[src/hw/rtl/assert_macros.svh]
// ----------------------------------------------------------------------------
// Assertion macros
// Shared concurrent assertion wrappers for the blob centroid RTL.
// ----------------------------------------------------------------------------
`ifndef ASSERT_MACROS_SVH
`define ASSERT_MACROS_SVH

`ifndef ASSERT_OFF
// property must hold at every clock edge outside reset
`define ASSERT_PROP(lbl, clk, rstn, prop, msg) \
  lbl: assert property (@(posedge clk) disable iff (!(rstn)) (prop)) else $error(msg);
// condition must never be true outside reset
`define ASSERT_NEVER(lbl, clk, rstn, cond, msg) \
  lbl: assert property (@(posedge clk) disable iff (!(rstn)) !(cond)) else $error(msg);
`else
`define ASSERT_PROP(lbl, clk, rstn, prop, msg)
`define ASSERT_NEVER(lbl, clk, rstn, cond, msg)
`endif

`endif

[src/hw/rtl/sbsc_pkg.sv]
// ----------------------------------------------------------------------------
// sbsc_pkg
// Types and constants shared by the blob span centroid modules.
// ----------------------------------------------------------------------------
package sbsc_pkg;

  localparam int PIX_W     = 8;   // pixel and configuration width
  localparam int POS_W     = 8;   // row and column position width
  localparam int SUM_W     = 24;  // coordinate sum width
  localparam int CNT_W     = 16;  // marked pixel count width
  localparam int CFG_IDX_W = 3;
  localparam int MAX_WIDTH = 256; // columns with span tracking
  localparam int COL_AW    = $clog2(MAX_WIDTH);
  localparam int STEP_W    = $clog2(SUM_W);

  // register reset values
  localparam logic [PIX_W-1:0] TARGET_RST = 8'd255;
  localparam logic [PIX_W-1:0] WIDTH_RST  = 8'd255;
  localparam logic [PIX_W-1:0] HEIGHT_RST = 8'd255;
  localparam logic [PIX_W-1:0] MAXSIDE_RST = 8'd255;
  localparam logic [PIX_W-1:0] TOL_RST    = 8'd8;

  typedef enum logic [CFG_IDX_W-1:0] {
    CFG_TARGET_SHADE = 3'd0,
    CFG_IMAGE_WIDTH  = 3'd1,
    CFG_IMAGE_HEIGHT = 3'd2,
    CFG_MAX_SIDE     = 3'd3,
    CFG_TOLERANCE    = 3'd4
  } cfg_idx_e;

  // controller to datapath
  typedef struct packed {
    logic accept;     // pixel transfer this cycle
    logic div_start;  // launch centroid division
    logic load_out;   // capture result, clear frame totals
  } sbsc_cmd_t;

  // datapath to controller
  typedef struct packed {
    logic frame_end;  // current pixel position is the last of the frame
    logic ok;         // span and count checks pass
    logic div_done;   // division finished
  } sbsc_sts_t;

endpackage

[src/hw/rtl/sbsc_if.sv]
// ----------------------------------------------------------------------------
// sbsc_pix_if / sbsc_res_if
// Valid/ready channels for pixels in and centroid results out.
// ----------------------------------------------------------------------------
interface sbsc_pix_if;
  logic       valid;
  logic       ready;
  logic [7:0] pixel;

  modport source (output valid, output pixel, input ready);
  modport sink   (input valid, input pixel, output ready);
endinterface

interface sbsc_res_if;
  logic       valid;
  logic       ready;
  logic [7:0] center_x;
  logic [7:0] center_y;
  logic       found;

  modport source (output valid, output center_x, output center_y, output found,
                  input ready);
  modport sink   (input valid, input center_x, input center_y, input found,
                  output ready);
endinterface

[src/hw/rtl/shade_blob_span_centroid_core.sv]
// ----------------------------------------------------------------------------
// shade_blob_span_centroid_core
// Single-shade blob centroid over a raster-order grayscale stream.
// ----------------------------------------------------------------------------
// Pixels are taken one per clock in raster order; a pixel equal to the target
// shade is marked. At the last pixel of a frame the block stops taking pixels,
// runs the span checks and, if they pass, a bit-serial division of the x and
// y sums by the marked count. The result sits in an output register, so the
// next frame streams in while it waits to be taken; a frame end with the
// previous result still untaken holds off until it is. Configuration is to be
// written through cfg_we_i/cfg_idx_i/cfg_data_i only while the block is idle,
// which the block itself does not enforce; registers are target shade, image
// width, image height, maximum side and span tolerance, in that index order.
// ----------------------------------------------------------------------------
module shade_blob_span_centroid_core import sbsc_pkg::*; (
  input  logic                 clk_i,
  input  logic                 rst_ni,
  input  logic                 cfg_we_i,
  input  logic [CFG_IDX_W-1:0] cfg_idx_i,
  input  logic [PIX_W-1:0]     cfg_data_i,
  sbsc_pix_if.sink             pix_i,
  sbsc_res_if.source           res_o
);

  sbsc_cmd_t cmd;
  sbsc_sts_t sts;

  sbsc_ctrl u_ctrl (
    .clk_i       (clk_i),
    .rst_ni      (rst_ni),
    .in_valid_i  (pix_i.valid),
    .in_ready_o  (pix_i.ready),
    .out_valid_o (res_o.valid),
    .out_ready_i (res_o.ready),
    .sts_i       (sts),
    .cmd_o       (cmd)
  );

  sbsc_datapath u_dp (
    .clk_i      (clk_i),
    .rst_ni     (rst_ni),
    .cmd_i      (cmd),
    .sts_o      (sts),
    .cfg_we_i   (cfg_we_i),
    .cfg_idx_i  (cfg_idx_i),
    .cfg_data_i (cfg_data_i),
    .pixel_i    (pix_i.pixel),
    .center_x_o (res_o.center_x),
    .center_y_o (res_o.center_y),
    .found_o    (res_o.found)
  );

endmodule

[src/hw/rtl/sbsc_ctrl.sv]
// ----------------------------------------------------------------------------
// sbsc_ctrl
// Frame sequencer: streams pixels, then runs the end-of-frame check,
// division and result handoff.
// ----------------------------------------------------------------------------
`include "assert_macros.svh"

module sbsc_ctrl import sbsc_pkg::*; (
  input  logic      clk_i,
  input  logic      rst_ni,
  input  logic      in_valid_i,
  output logic      in_ready_o,
  output logic      out_valid_o,
  input  logic      out_ready_i,
  input  sbsc_sts_t sts_i,
  output sbsc_cmd_t cmd_o
);

  typedef enum logic [2:0] {
    ST_RUN,    // streaming pixels
    ST_FLUSH,  // last column update in flight
    ST_CHECK,  // span checks settle
    ST_DIV,    // centroid division
    ST_EMIT    // hand result to output register
  } state_e;

  state_e state_q;
  logic   out_valid_q;

  // commands
  assign in_ready_o       = (state_q == ST_RUN);
  assign cmd_o.accept     = in_valid_i && in_ready_o;
  assign cmd_o.div_start  = (state_q == ST_CHECK) && sts_i.ok;
  assign cmd_o.load_out   = (state_q == ST_EMIT) && (!out_valid_q || out_ready_i);
  assign out_valid_o      = out_valid_q;

  // state and output valid
  always_ff @(posedge clk_i or negedge rst_ni) begin
    if (!rst_ni) begin
      state_q     <= ST_RUN;
      out_valid_q <= 1'b0;
    end else begin
      if (cmd_o.load_out) begin
        out_valid_q <= 1'b1;
      end else if (out_ready_i) begin
        out_valid_q <= 1'b0;
      end
      case (state_q)
        ST_RUN: begin
          if (cmd_o.accept && sts_i.frame_end) state_q <= ST_FLUSH;
        end
        ST_FLUSH: begin
          state_q <= ST_CHECK;
        end
        ST_CHECK: begin
          state_q <= sts_i.ok ? ST_DIV : ST_EMIT;
        end
        ST_DIV: begin
          if (sts_i.div_done) state_q <= ST_EMIT;
        end
        ST_EMIT: begin
          if (cmd_o.load_out) state_q <= ST_RUN;
        end
        default: begin
          state_q <= ST_RUN;
        end
      endcase
    end
  end

  `ASSERT_PROP(a_frame_end_stalls, clk_i, rst_ni, cmd_o.accept && sts_i.frame_end |=> !in_ready_o, "input not stalled after frame end")
  `ASSERT_PROP(a_load_resumes, clk_i, rst_ni, cmd_o.load_out |=> out_valid_o && in_ready_o, "result load did not resume streaming")
  `ASSERT_PROP(a_done_in_div, clk_i, rst_ni, sts_i.div_done |-> state_q == ST_DIV, "division finished outside divide phase")

endmodule

[src/hw/rtl/sbsc_div.sv]
// ----------------------------------------------------------------------------
// sbsc_div
// Restoring divider, one quotient bit per cycle, two dividends sharing
// one divisor (x and y sums over the marked pixel count).
// ----------------------------------------------------------------------------
module sbsc_div import sbsc_pkg::*; (
  input  logic             clk_i,
  input  logic             rst_ni,
  input  logic             start_i,
  input  logic [SUM_W-1:0] num_x_i,
  input  logic [SUM_W-1:0] num_y_i,
  input  logic [CNT_W-1:0] den_i,
  output logic             done_o,
  output logic [POS_W-1:0] quo_x_o,
  output logic [POS_W-1:0] quo_y_o
);

  logic              busy_q;
  logic              done_q;
  logic [STEP_W-1:0] step_q;
  logic [SUM_W-1:0]  nq_x_q, nq_y_q;   // dividend bits out, quotient bits in
  logic [CNT_W-1:0]  rem_x_q, rem_y_q;
  logic [CNT_W-1:0]  den_q;

  logic [CNT_W:0]    sh_x, sh_y;
  logic              ge_x, ge_y;
  logic [CNT_W-1:0]  rem_x_d, rem_y_d;

  // one trial subtraction per lane
  always_comb begin
    sh_x    = {rem_x_q, nq_x_q[SUM_W-1]};
    sh_y    = {rem_y_q, nq_y_q[SUM_W-1]};
    ge_x    = sh_x >= {1'b0, den_q};
    ge_y    = sh_y >= {1'b0, den_q};
    rem_x_d = ge_x ? CNT_W'(sh_x - {1'b0, den_q}) : sh_x[CNT_W-1:0];
    rem_y_d = ge_y ? CNT_W'(sh_y - {1'b0, den_q}) : sh_y[CNT_W-1:0];
  end

  // control
  always_ff @(posedge clk_i or negedge rst_ni) begin
    if (!rst_ni) begin
      busy_q <= 1'b0;
      done_q <= 1'b0;
      step_q <= '0;
    end else begin
      done_q <= 1'b0;
      if (start_i) begin
        busy_q <= 1'b1;
        step_q <= STEP_W'(SUM_W - 1);
      end else if (busy_q) begin
        step_q <= step_q - 1'b1;
        if (step_q == '0) begin
          busy_q <= 1'b0;
          done_q <= 1'b1;
        end
      end
    end
  end

  // datapath
  always_ff @(posedge clk_i) begin
    if (start_i) begin
      nq_x_q  <= num_x_i;
      nq_y_q  <= num_y_i;
      rem_x_q <= '0;
      rem_y_q <= '0;
      den_q   <= den_i;
    end else if (busy_q) begin
      nq_x_q  <= {nq_x_q[SUM_W-2:0], ge_x};
      nq_y_q  <= {nq_y_q[SUM_W-2:0], ge_y};
      rem_x_q <= rem_x_d;
      rem_y_q <= rem_y_d;
    end
  end

  assign done_o  = done_q;
  assign quo_x_o = nq_x_q[POS_W-1:0];
  assign quo_y_o = nq_y_q[POS_W-1:0];

endmodule

[src/hw/rtl/sbsc_datapath.sv]
// ----------------------------------------------------------------------------
// sbsc_datapath
// Configuration registers, pixel position counters, row and column span
// tracking, centroid sums, divider and output register.
// ----------------------------------------------------------------------------
`include "assert_macros.svh"

module sbsc_datapath import sbsc_pkg::*; (
  input  logic                 clk_i,
  input  logic                 rst_ni,
  input  sbsc_cmd_t            cmd_i,
  output sbsc_sts_t            sts_o,
  input  logic                 cfg_we_i,
  input  logic [CFG_IDX_W-1:0] cfg_idx_i,
  input  logic [PIX_W-1:0]     cfg_data_i,
  input  logic [PIX_W-1:0]     pixel_i,
  output logic [POS_W-1:0]     center_x_o,
  output logic [POS_W-1:0]     center_y_o,
  output logic                 found_o
);

  // configuration
  logic [PIX_W-1:0] target_q, width_q, height_q, max_side_q, tol_q;

  // frame state
  logic [POS_W-1:0] col_pos_q, row_pos_q;
  logic [POS_W-1:0] row_first_q;
  logic             row_hit_q;
  logic [POS_W-1:0] row_span_q, col_span_q;
  logic [MAX_WIDTH-1:0] col_hit_q;
  logic [SUM_W-1:0] sum_x_q, sum_y_q;
  logic [CNT_W-1:0] hit_cnt_q;

  // first marked row per column, and its pipelined compare
  logic [POS_W-1:0] col_first_mem [MAX_WIDTH];
  logic [POS_W-1:0] col_rd_q;
  logic [POS_W-1:0] s2_row_q;
  logic             s2_valid_q;

  // output register
  logic [POS_W-1:0] center_x_q, center_y_q;
  logic             found_q;

  logic [POS_W-1:0] w_last, h_last;
  logic             row_end, frame_end, match, col_ok, col_seen;
  logic [COL_AW-1:0] col_addr;
  logic [POS_W-1:0] row_diff, col_diff, span_diff;
  logic             mem_we, s2_load, ok;
  logic             div_done;
  logic [POS_W-1:0] quo_x, quo_y;

  // position decode; zero sizes act as one
  always_comb begin
    w_last    = (width_q == '0) ? '0 : width_q - 1'b1;
    h_last    = (height_q == '0) ? '0 : height_q - 1'b1;
    row_end   = col_pos_q >= w_last;
    frame_end = row_end && (row_pos_q >= h_last);
    match     = pixel_i == target_q;
    col_ok    = {1'b0, col_pos_q} < (POS_W+1)'(MAX_WIDTH);
    col_addr  = col_pos_q[COL_AW-1:0];
    col_seen  = col_hit_q[col_addr];
    row_diff  = col_pos_q - row_first_q;
    col_diff  = s2_row_q - col_rd_q;
    mem_we    = cmd_i.accept && match && col_ok && !col_seen;
    s2_load   = cmd_i.accept && match && col_ok && col_seen;
  end

  // end-of-frame checks
  always_comb begin
    span_diff = (row_span_q >= col_span_q) ? row_span_q - col_span_q
                                           : col_span_q - row_span_q;
    ok = (hit_cnt_q != '0) && (row_span_q <= max_side_q) &&
         (col_span_q <= max_side_q) && (span_diff <= tol_q);
  end

  assign sts_o.frame_end = frame_end;
  assign sts_o.ok        = ok;
  assign sts_o.div_done  = div_done;

  // configuration writes
  always_ff @(posedge clk_i or negedge rst_ni) begin
    if (!rst_ni) begin
      target_q   <= TARGET_RST;
      width_q    <= WIDTH_RST;
      height_q   <= HEIGHT_RST;
      max_side_q <= MAXSIDE_RST;
      tol_q      <= TOL_RST;
    end else if (cfg_we_i) begin
      case (cfg_idx_i)
        CFG_TARGET_SHADE: target_q   <= cfg_data_i;
        CFG_IMAGE_WIDTH:  width_q    <= cfg_data_i;
        CFG_IMAGE_HEIGHT: height_q   <= cfg_data_i;
        CFG_MAX_SIDE:     max_side_q <= cfg_data_i;
        CFG_TOLERANCE:    tol_q      <= cfg_data_i;
        default: ;
      endcase
    end
  end

  // pixel stage: positions, row spans, column hits, sums
  always_ff @(posedge clk_i or negedge rst_ni) begin
    if (!rst_ni) begin
      col_pos_q   <= '0;
      row_pos_q   <= '0;
      row_first_q <= '0;
      row_hit_q   <= 1'b0;
      row_span_q  <= '0;
      col_span_q  <= '0;
      col_hit_q   <= '0;
      sum_x_q     <= '0;
      sum_y_q     <= '0;
      hit_cnt_q   <= '0;
      s2_valid_q  <= 1'b0;
    end else begin
      s2_valid_q <= s2_load;
      // column span compare, in the cycle after the pixel
      if (s2_valid_q && (s2_row_q >= col_rd_q) && (col_diff > col_span_q)) begin
        col_span_q <= col_diff;
      end
      if (cmd_i.accept) begin
        if (match) begin
          if (!row_hit_q) begin
            row_hit_q   <= 1'b1;
            row_first_q <= col_pos_q;
          end else if ((col_pos_q >= row_first_q) && (row_diff > row_span_q)) begin
            row_span_q <= row_diff;
          end
          if (mem_we) col_hit_q[col_addr] <= 1'b1;
          sum_x_q   <= sum_x_q + SUM_W'(col_pos_q);
          sum_y_q   <= sum_y_q + SUM_W'(row_pos_q);
          hit_cnt_q <= hit_cnt_q + 1'b1;
        end
        if (!row_end) begin
          col_pos_q <= col_pos_q + 1'b1;
        end else begin
          col_pos_q   <= '0;
          row_hit_q   <= 1'b0;
          row_first_q <= '0;
          if (!frame_end) begin
            row_pos_q <= row_pos_q + 1'b1;
          end else begin
            row_pos_q <= '0;
            col_hit_q <= '0;
          end
        end
      end
      // result taken into output register: clear frame totals
      if (cmd_i.load_out) begin
        row_span_q <= '0;
        col_span_q <= '0;
        sum_x_q    <= '0;
        sum_y_q    <= '0;
        hit_cnt_q  <= '0;
      end
    end
  end

  // first-row memory, registered read
  always_ff @(posedge clk_i) begin
    if (mem_we) col_first_mem[col_addr] <= row_pos_q;
    col_rd_q <= col_first_mem[col_addr];
    if (s2_load) s2_row_q <= row_pos_q;
  end

  // centroid division
  sbsc_div u_div (
    .clk_i   (clk_i),
    .rst_ni  (rst_ni),
    .start_i (cmd_i.div_start),
    .num_x_i (sum_x_q),
    .num_y_i (sum_y_q),
    .den_i   (hit_cnt_q),
    .done_o  (div_done),
    .quo_x_o (quo_x),
    .quo_y_o (quo_y)
  );

  // output register
  always_ff @(posedge clk_i) begin
    if (cmd_i.load_out) begin
      center_x_q <= ok ? quo_x : '0;
      center_y_q <= ok ? quo_y : '0;
      found_q    <= ok;
    end
  end

  assign center_x_o = center_x_q;
  assign center_y_o = center_y_q;
  assign found_o    = found_q;

  `ASSERT_PROP(a_s2_follows_accept, clk_i, rst_ni, s2_valid_q |-> $past(cmd_i.accept), "column compare without a pixel")
  `ASSERT_PROP(a_empty_sums_zero, clk_i, rst_ni, hit_cnt_q == '0 |-> sum_x_q == '0 && sum_y_q == '0, "sums nonzero with no marked pixel")
  `ASSERT_PROP(a_done_checks_ok, clk_i, rst_ni, div_done |-> ok, "division ran on a failing frame")

endmodule

[src/flat_wrapper.sv]
// flat-port wrapper written by rule: the top's interface ports become plain ports
module shade_blob_span_centroid_core_flat import sbsc_pkg::*;
  (clk_i, rst_ni, cfg_we_i, cfg_idx_i, cfg_data_i, pix_i_valid, pix_i_pixel, pix_i_ready, res_o_valid, res_o_center_x, res_o_center_y, res_o_found, res_o_ready);
  sbsc_pix_if pix_i_i ();
  sbsc_res_if res_o_i ();
  input  logic clk_i;
  input  logic rst_ni;
  input  logic cfg_we_i;
  input  logic [CFG_IDX_W-1:0] cfg_idx_i;
  input  logic [PIX_W-1:0] cfg_data_i;
  input wire logic [$bits(pix_i_i.valid)-1:0] pix_i_valid;
  input wire logic [$bits(pix_i_i.pixel)-1:0] pix_i_pixel;
  output wire logic [$bits(pix_i_i.ready)-1:0] pix_i_ready;
  output wire logic [$bits(res_o_i.valid)-1:0] res_o_valid;
  output wire logic [$bits(res_o_i.center_x)-1:0] res_o_center_x;
  output wire logic [$bits(res_o_i.center_y)-1:0] res_o_center_y;
  output wire logic [$bits(res_o_i.found)-1:0] res_o_found;
  input wire logic [$bits(res_o_i.ready)-1:0] res_o_ready;
  assign pix_i_i.valid = pix_i_valid;
  assign pix_i_i.pixel = pix_i_pixel;
  assign pix_i_ready = pix_i_i.ready;
  assign res_o_valid = res_o_i.valid;
  assign res_o_center_x = res_o_i.center_x;
  assign res_o_center_y = res_o_i.center_y;
  assign res_o_found = res_o_i.found;
  assign res_o_i.ready = res_o_ready;
  shade_blob_span_centroid_core u_core (.clk_i(clk_i), .rst_ni(rst_ni), .cfg_we_i(cfg_we_i), .cfg_idx_i(cfg_idx_i), .cfg_data_i(cfg_data_i), .pix_i(pix_i_i), .res_o(res_o_i));
endmodule
[config.mk]
export PLATFORM = sky130hd
export DESIGN_NAME = shade_blob_span_centroid_core_flat
export DESIGN_NICKNAME = d
export VERILOG_FILES = /design/src/hw/rtl/sbsc_pkg.sv /design/src/hw/rtl/sbsc_if.sv /design/src/hw/rtl/shade_blob_span_centroid_core.sv /design/src/hw/rtl/sbsc_ctrl.sv /design/src/hw/rtl/sbsc_div.sv /design/src/hw/rtl/sbsc_datapath.sv /design/src/flat_wrapper.sv
export VERILOG_INCLUDE_DIRS = /design/src /design/src/hw/rtl
export SDC_FILE = /design/constraint.sdc
export NUM_CORES = 2
export LEC_CHECK = 0
export ABC_CLOCK_PERIOD_IN_PS = 8400
export CORE_MARGIN = 1
export CORE_UTILIZATION = 64
export DETAILED_ROUTE_END_ITERATION = 7
export DONT_BUFFER_PORTS = 1
export PLACE_DENSITY = 0.85
export SLEW_MARGIN = 30
export SYNTH_ARGS = -nofsm -noshare
export SYNTH_HDL_FRONTEND = slang
export SYNTH_HIERARCHICAL = 1
export SYNTH_SLANG_ARGS = --single-unit
[constraint.sdc]
create_clock -name clk_i -period 8.4 [get_ports clk_i]
set_input_delay 1.68 -clock clk_i [delete_from_list [all_inputs] [get_ports clk_i]]
set_output_delay 1.68 -clock clk_i [all_outputs]
set_load 0.02 [all_outputs]
==> flow_metrics.env <==
export IMPL_cp_common_cell="buf_4"
export IMPL_tightestPinTransition_ns=1.12
export IMPL_switching_share=0.316
export IMPL_die_width_um=412
export IMPL_drc_errors=11
export IMPL_drt_first_pass_iters=8
export IMPL_crit_fanout=59
export IMPL_dieArea_um2=170000
export IMPL_wirelength_um=305000
export IMPL_pwr_share_clk=0.321
export IMPL_min_from="u_core/u_dp/hit_cnt_q[13]"
export IMPL_synth_ff_type="edfxtp_1"
export IMPL_grtUsageTotal=0.362
export IMPL_finalCritPeriodShare=0.792
export IMPL_rr_startpoint="u_core/u_dp/row_span_q[0]"
export IMPL_startpoint="u_core/u_dp/row_span_q[0]"
export IMPL_rows=150
export IMPL_max_stage_delay_ns=0.71
export IMPL_arrival_ns=7.31
export IMPL_finalMaxSlewViolations=0
export IMPL_synth_largest_area_cell="edfxtp_1"
export IMPL_synth_avg_cell_area_um2=17.7
export IMPL_synth_common_cells="edfxtp_1, mux4_2, nand2_1, nor2_1, dfrtp_1"
export IMPL_first_iter_violations=10400
export IMPL_synth_top_area_share=0.597
export IMPL_use_met1=0.456
export IMPL_setup_tns_ns=0
export IMPL_placed_cells=8025
export IMPL_synth_edf_count=2137
export IMPL_syn_area_um2=108000
export IMPL_port_buffers=0
export IMPL_synthCells=6092
export IMPL_use_met3=0.0870
export IMPL_wire_per_inst_um=36.0
export IMPL_root_buffer="clkbuf_16"
export IMPL_gp_congestion=0.872
export IMPL_endpoint="u_core/u_dp/u_div/nq_x_q[16]"
export IMPL_required_ns=9.06
export IMPL_gr_usage_met2=0.580
export IMPL_place_hpwl_um=160000
export IMPL_grt_pass1_vias=62300
export IMPL_antenna_found_initial=14
export IMPL_intPower_mw=24.2
export IMPL_postCtsHoldBufs=0
export IMPL_max_cap_violations=0
export IMPL_drive_above_1_share=0.215
export IMPL_clkLatencyLatePin_ns=0.91
export IMPL_cts_sinks=2590
export IMPL_path_cells="inv_1 > ha_1 > inv_1 > fa_1 > a21o_1 > a21oi_1 > a31oi_1 > o31ai_2 > a21boi_0 > nor4b_1 > a2111o_1 > a211oi_1 > ha_1 > a21oi_1 > o21ai_0 > a221oi_1 > buf_4 > nand2_1 > nor3_2 > buf_4 > buf_4 > mux2_2"
export IMPL_vias_per_cell=7.30
export IMPL_critPathLaunchType="flop"
export IMPL_min_path_type="flop to flop"
export IMPL_fin_cells=8483
export IMPL_power_frac_comb=0.253
export IMPL_ir_drop_mv=0.328
export IMPL_maxSlewHeadroom=0.248
export IMPL_top_level_ports=43
export IMPL_critPathKind="flop to flop"
export IMPL_via_count=61900
export IMPL_grt_max_degree=414
export IMPL_rsz0062_at_grt="false"
export IMPL_reg2regPathDepth=22
export IMPL_die_h_um=412
export IMPL_synth_area_leaders="edfxtp_1, mux4_2, dfrtp_1"
export IMPL_cts_resized=0
export IMPL_power_density_nw_per_um2=300
export IMPL_p_sw_mw=11.1
export IMPL_yosysUniqueCellTypes=89
export IMPL_violations="design-rule violations"
export IMPL_period_minus_slack_ns=6.65
export IMPL_synth_most_common_cell="edfxtp_1"
export IMPL_setup_viol=0
export IMPL_rrSetupSlack_ns=1.75
export IMPL_postRouteAntennaNets=0
export IMPL_synth_nets=6270
export IMPL_setup_worst_path_end_class="flop"
export IMPL_max_clock_path_buffers=3
export IMPL_p_seq_frac=0.426
export IMPL_skew_ns=0.0828
export IMPL_fillCellCount=9111
export IMPL_ys_seq_area_frac=0.701
export IMPL_async_reset_ff_frac=0.159
export IMPL_path_clk_slew_ns=0.06
export IMPL_htreeDepth=4
export IMPL_status="finished with violations"
export IMPL_busiest_layer="met2"
export IMPL_grt_overflow=0
export IMPL_crit_slowest_cell="o31ai_2"
export IMPL_start_util=0.644
export IMPL_numCtsBuffers=238
export IMPL_fmax_ghz=0.150
export IMPL_ys_warn_count=6
export IMPL_synth_seq_cells=2590
export IMPL_tritoncts="built"
export IMPL_coreArea_um2=167000
export IMPL_grt_first_pass_wirelength_um=438000
export IMPL_nNetsFinal=6242
export IMPL_leakage_nw=39.5
export IMPL_syn_to_final_growth_pct=9.42
export IMPL_hold_viol_final=0
export IMPL_post_cts_repair_setup_buffers=0
export IMPL_r2r_end="u_core/u_dp/u_div/nq_x_q[16]"
worst max-delay path: cells and delay by family, from the launching register on:
family,cells,cell delay [ns]
compound gates,10,2.82
fa+ha+maj,3,0.81
buf+inv,5,1.43
flops,1,0.41
mux,1,0.43
simple gates,3,0.43
cells in the final DEF, fill, tap and decap left out, types with 15 or more instances in the layout:
cell,count
xnor2_1,69
nand2_1,437
nand3_1,72
and2_1,23
clkinv_1,42
nand4_1,42
a21oi_1,113
edfxtp_1,2137
a22oi_1,64
clkinv_2,58
clkbuf_1,35
mux2i_1,78
nand2b_1,25
dfxtp_1,40
a22o_1,23
ha_1,146
nor2b_1,30
mux4_2,679
nor2_1,395
or3_1,17
xor2_1,35
and3_1,15
a211oi_1,22
buf_4,73
mux2_2,84
clkinvlp_4,16
o21ai_0,324
o21a_1,21
inv_1,109
dfrtp_1,365
bufinv_16,32
nor3_1,38
clkbuf_16,238
o21ai_1,23
dfstp_2,33
a21o_1,27
final cells by class:
cell class / instances / area [µm²] / share of cell area
Clock inverter: 171 / 1870 / 0.0159
Timing Repair Buffer: 98 / 983 / 0.00836
Antenna cell: 7 / 17.5 / 0.000149
Inverter: 110 / 414 / 0.00352
Sequential cell: 2590 / 75400 / 0.641
Multi-Input combinational cell: 3026 / 30100 / 0.256
Tap cell: 2204 / 2760 / 0.0234
Clock buffer: 277 / 6140 / 0.0522
power groups by stage:
| stage | sequential (mW) | combinational [mW] | clock [mW] |
|---|---|---|---|
| after floorplan | 15.3 | 5.68 | 0 |
| after global placement | 15.3 | 8.16 | 0 |
| after detailed placement | 15.3 | 8.37 | 0 |
| after CTS | 15.0 | 8.65 | 11.4 |
| after global routing | 15.1 | 9.12 | 11.8 |
| final | 15.0 | 8.92 | 11.3 |
flip-flops by register name, summed over array words and instances (netlist names), 16 cells and up:
| register | count |
|---|---|
| u_core/u_dp/u_div/nq_x_q | 24 |
| u_core/u_dp/col_hit_q | 256 |
| u_core/u_dp/u_div/den_q | 16 |
| u_core/u_dp/sum_x_q | 24 |
| u_core/u_dp/u_div/rem_x_q | 16 |
| u_core/u_dp/u_div/nq_y_q | 24 |
| u_core/u_dp/col_first_mem | 2048 |
| u_core/u_dp/hit_cnt_q | 16 |
| u_core/u_dp/u_div/rem_y_q | 16 |
| u_core/u_dp/sum_y_q | 24 |
worst min path at each step:
| stage | to | slack (ns) | cells after the start |
|---|---|---|---|
| finish | u_core/u_dp/u_div/den_q[13] | 0.47 | 0 |
| global route | u_core/u_dp/tol_q[2] | 0.45 | 0 |
| CTS | u_core/u_dp/col_span_q[7] | 0.44 | 0 |
| detailed placement | u_core/u_dp/col_hit_q[158] | 0.47 | 2 |
| global placement | u_core/u_dp/col_hit_q[247] | 0.46 | 2 |
| floorplan | u_core/u_dp/u_div/rem_x_q[15] | 0.44 | 2 |
kinds of logic after synthesis:
logic type	synth area share
AOI/OAI and AO/OA	0.0423
xor gates and xnor gates	0.00847
adders and majority gates	0.0185
buffers and inverters	0.0208
DFF	0.701
muxes	0.158
and+or+nand+nor	0.0510
per-stage QoR:
stage | cell area [µm²] | hold WS, ns | worst slack (ns) | total power, mW | util
after detailed placement | 110000 | 0.466 | 1.80 | 23.7 | 0.656
after global routing | 118000 | 0.455 | 1.25 | 36.0 | 0.704
after floorplan | 108000 | 0.437 | 0.850 | 21.0 | -
final | 118000 | 0.469 | 1.75 | 35.3 | 0.704
after CTS | 118000 | 0.438 | 1.77 | 35.0 | 0.704
after global placement | 109000 | 0.456 | 1.88 | 23.4 | 0.655
per-layer routing:
metal  vias to the layer above  wire (µm)
li1                      24000          -
met1                     31400      98100
met2                      5282     148000
met3                      1262      37700
met4                        16      21200
met5                         -        115
No activity file was read; power rests on OpenSTA's default activity.
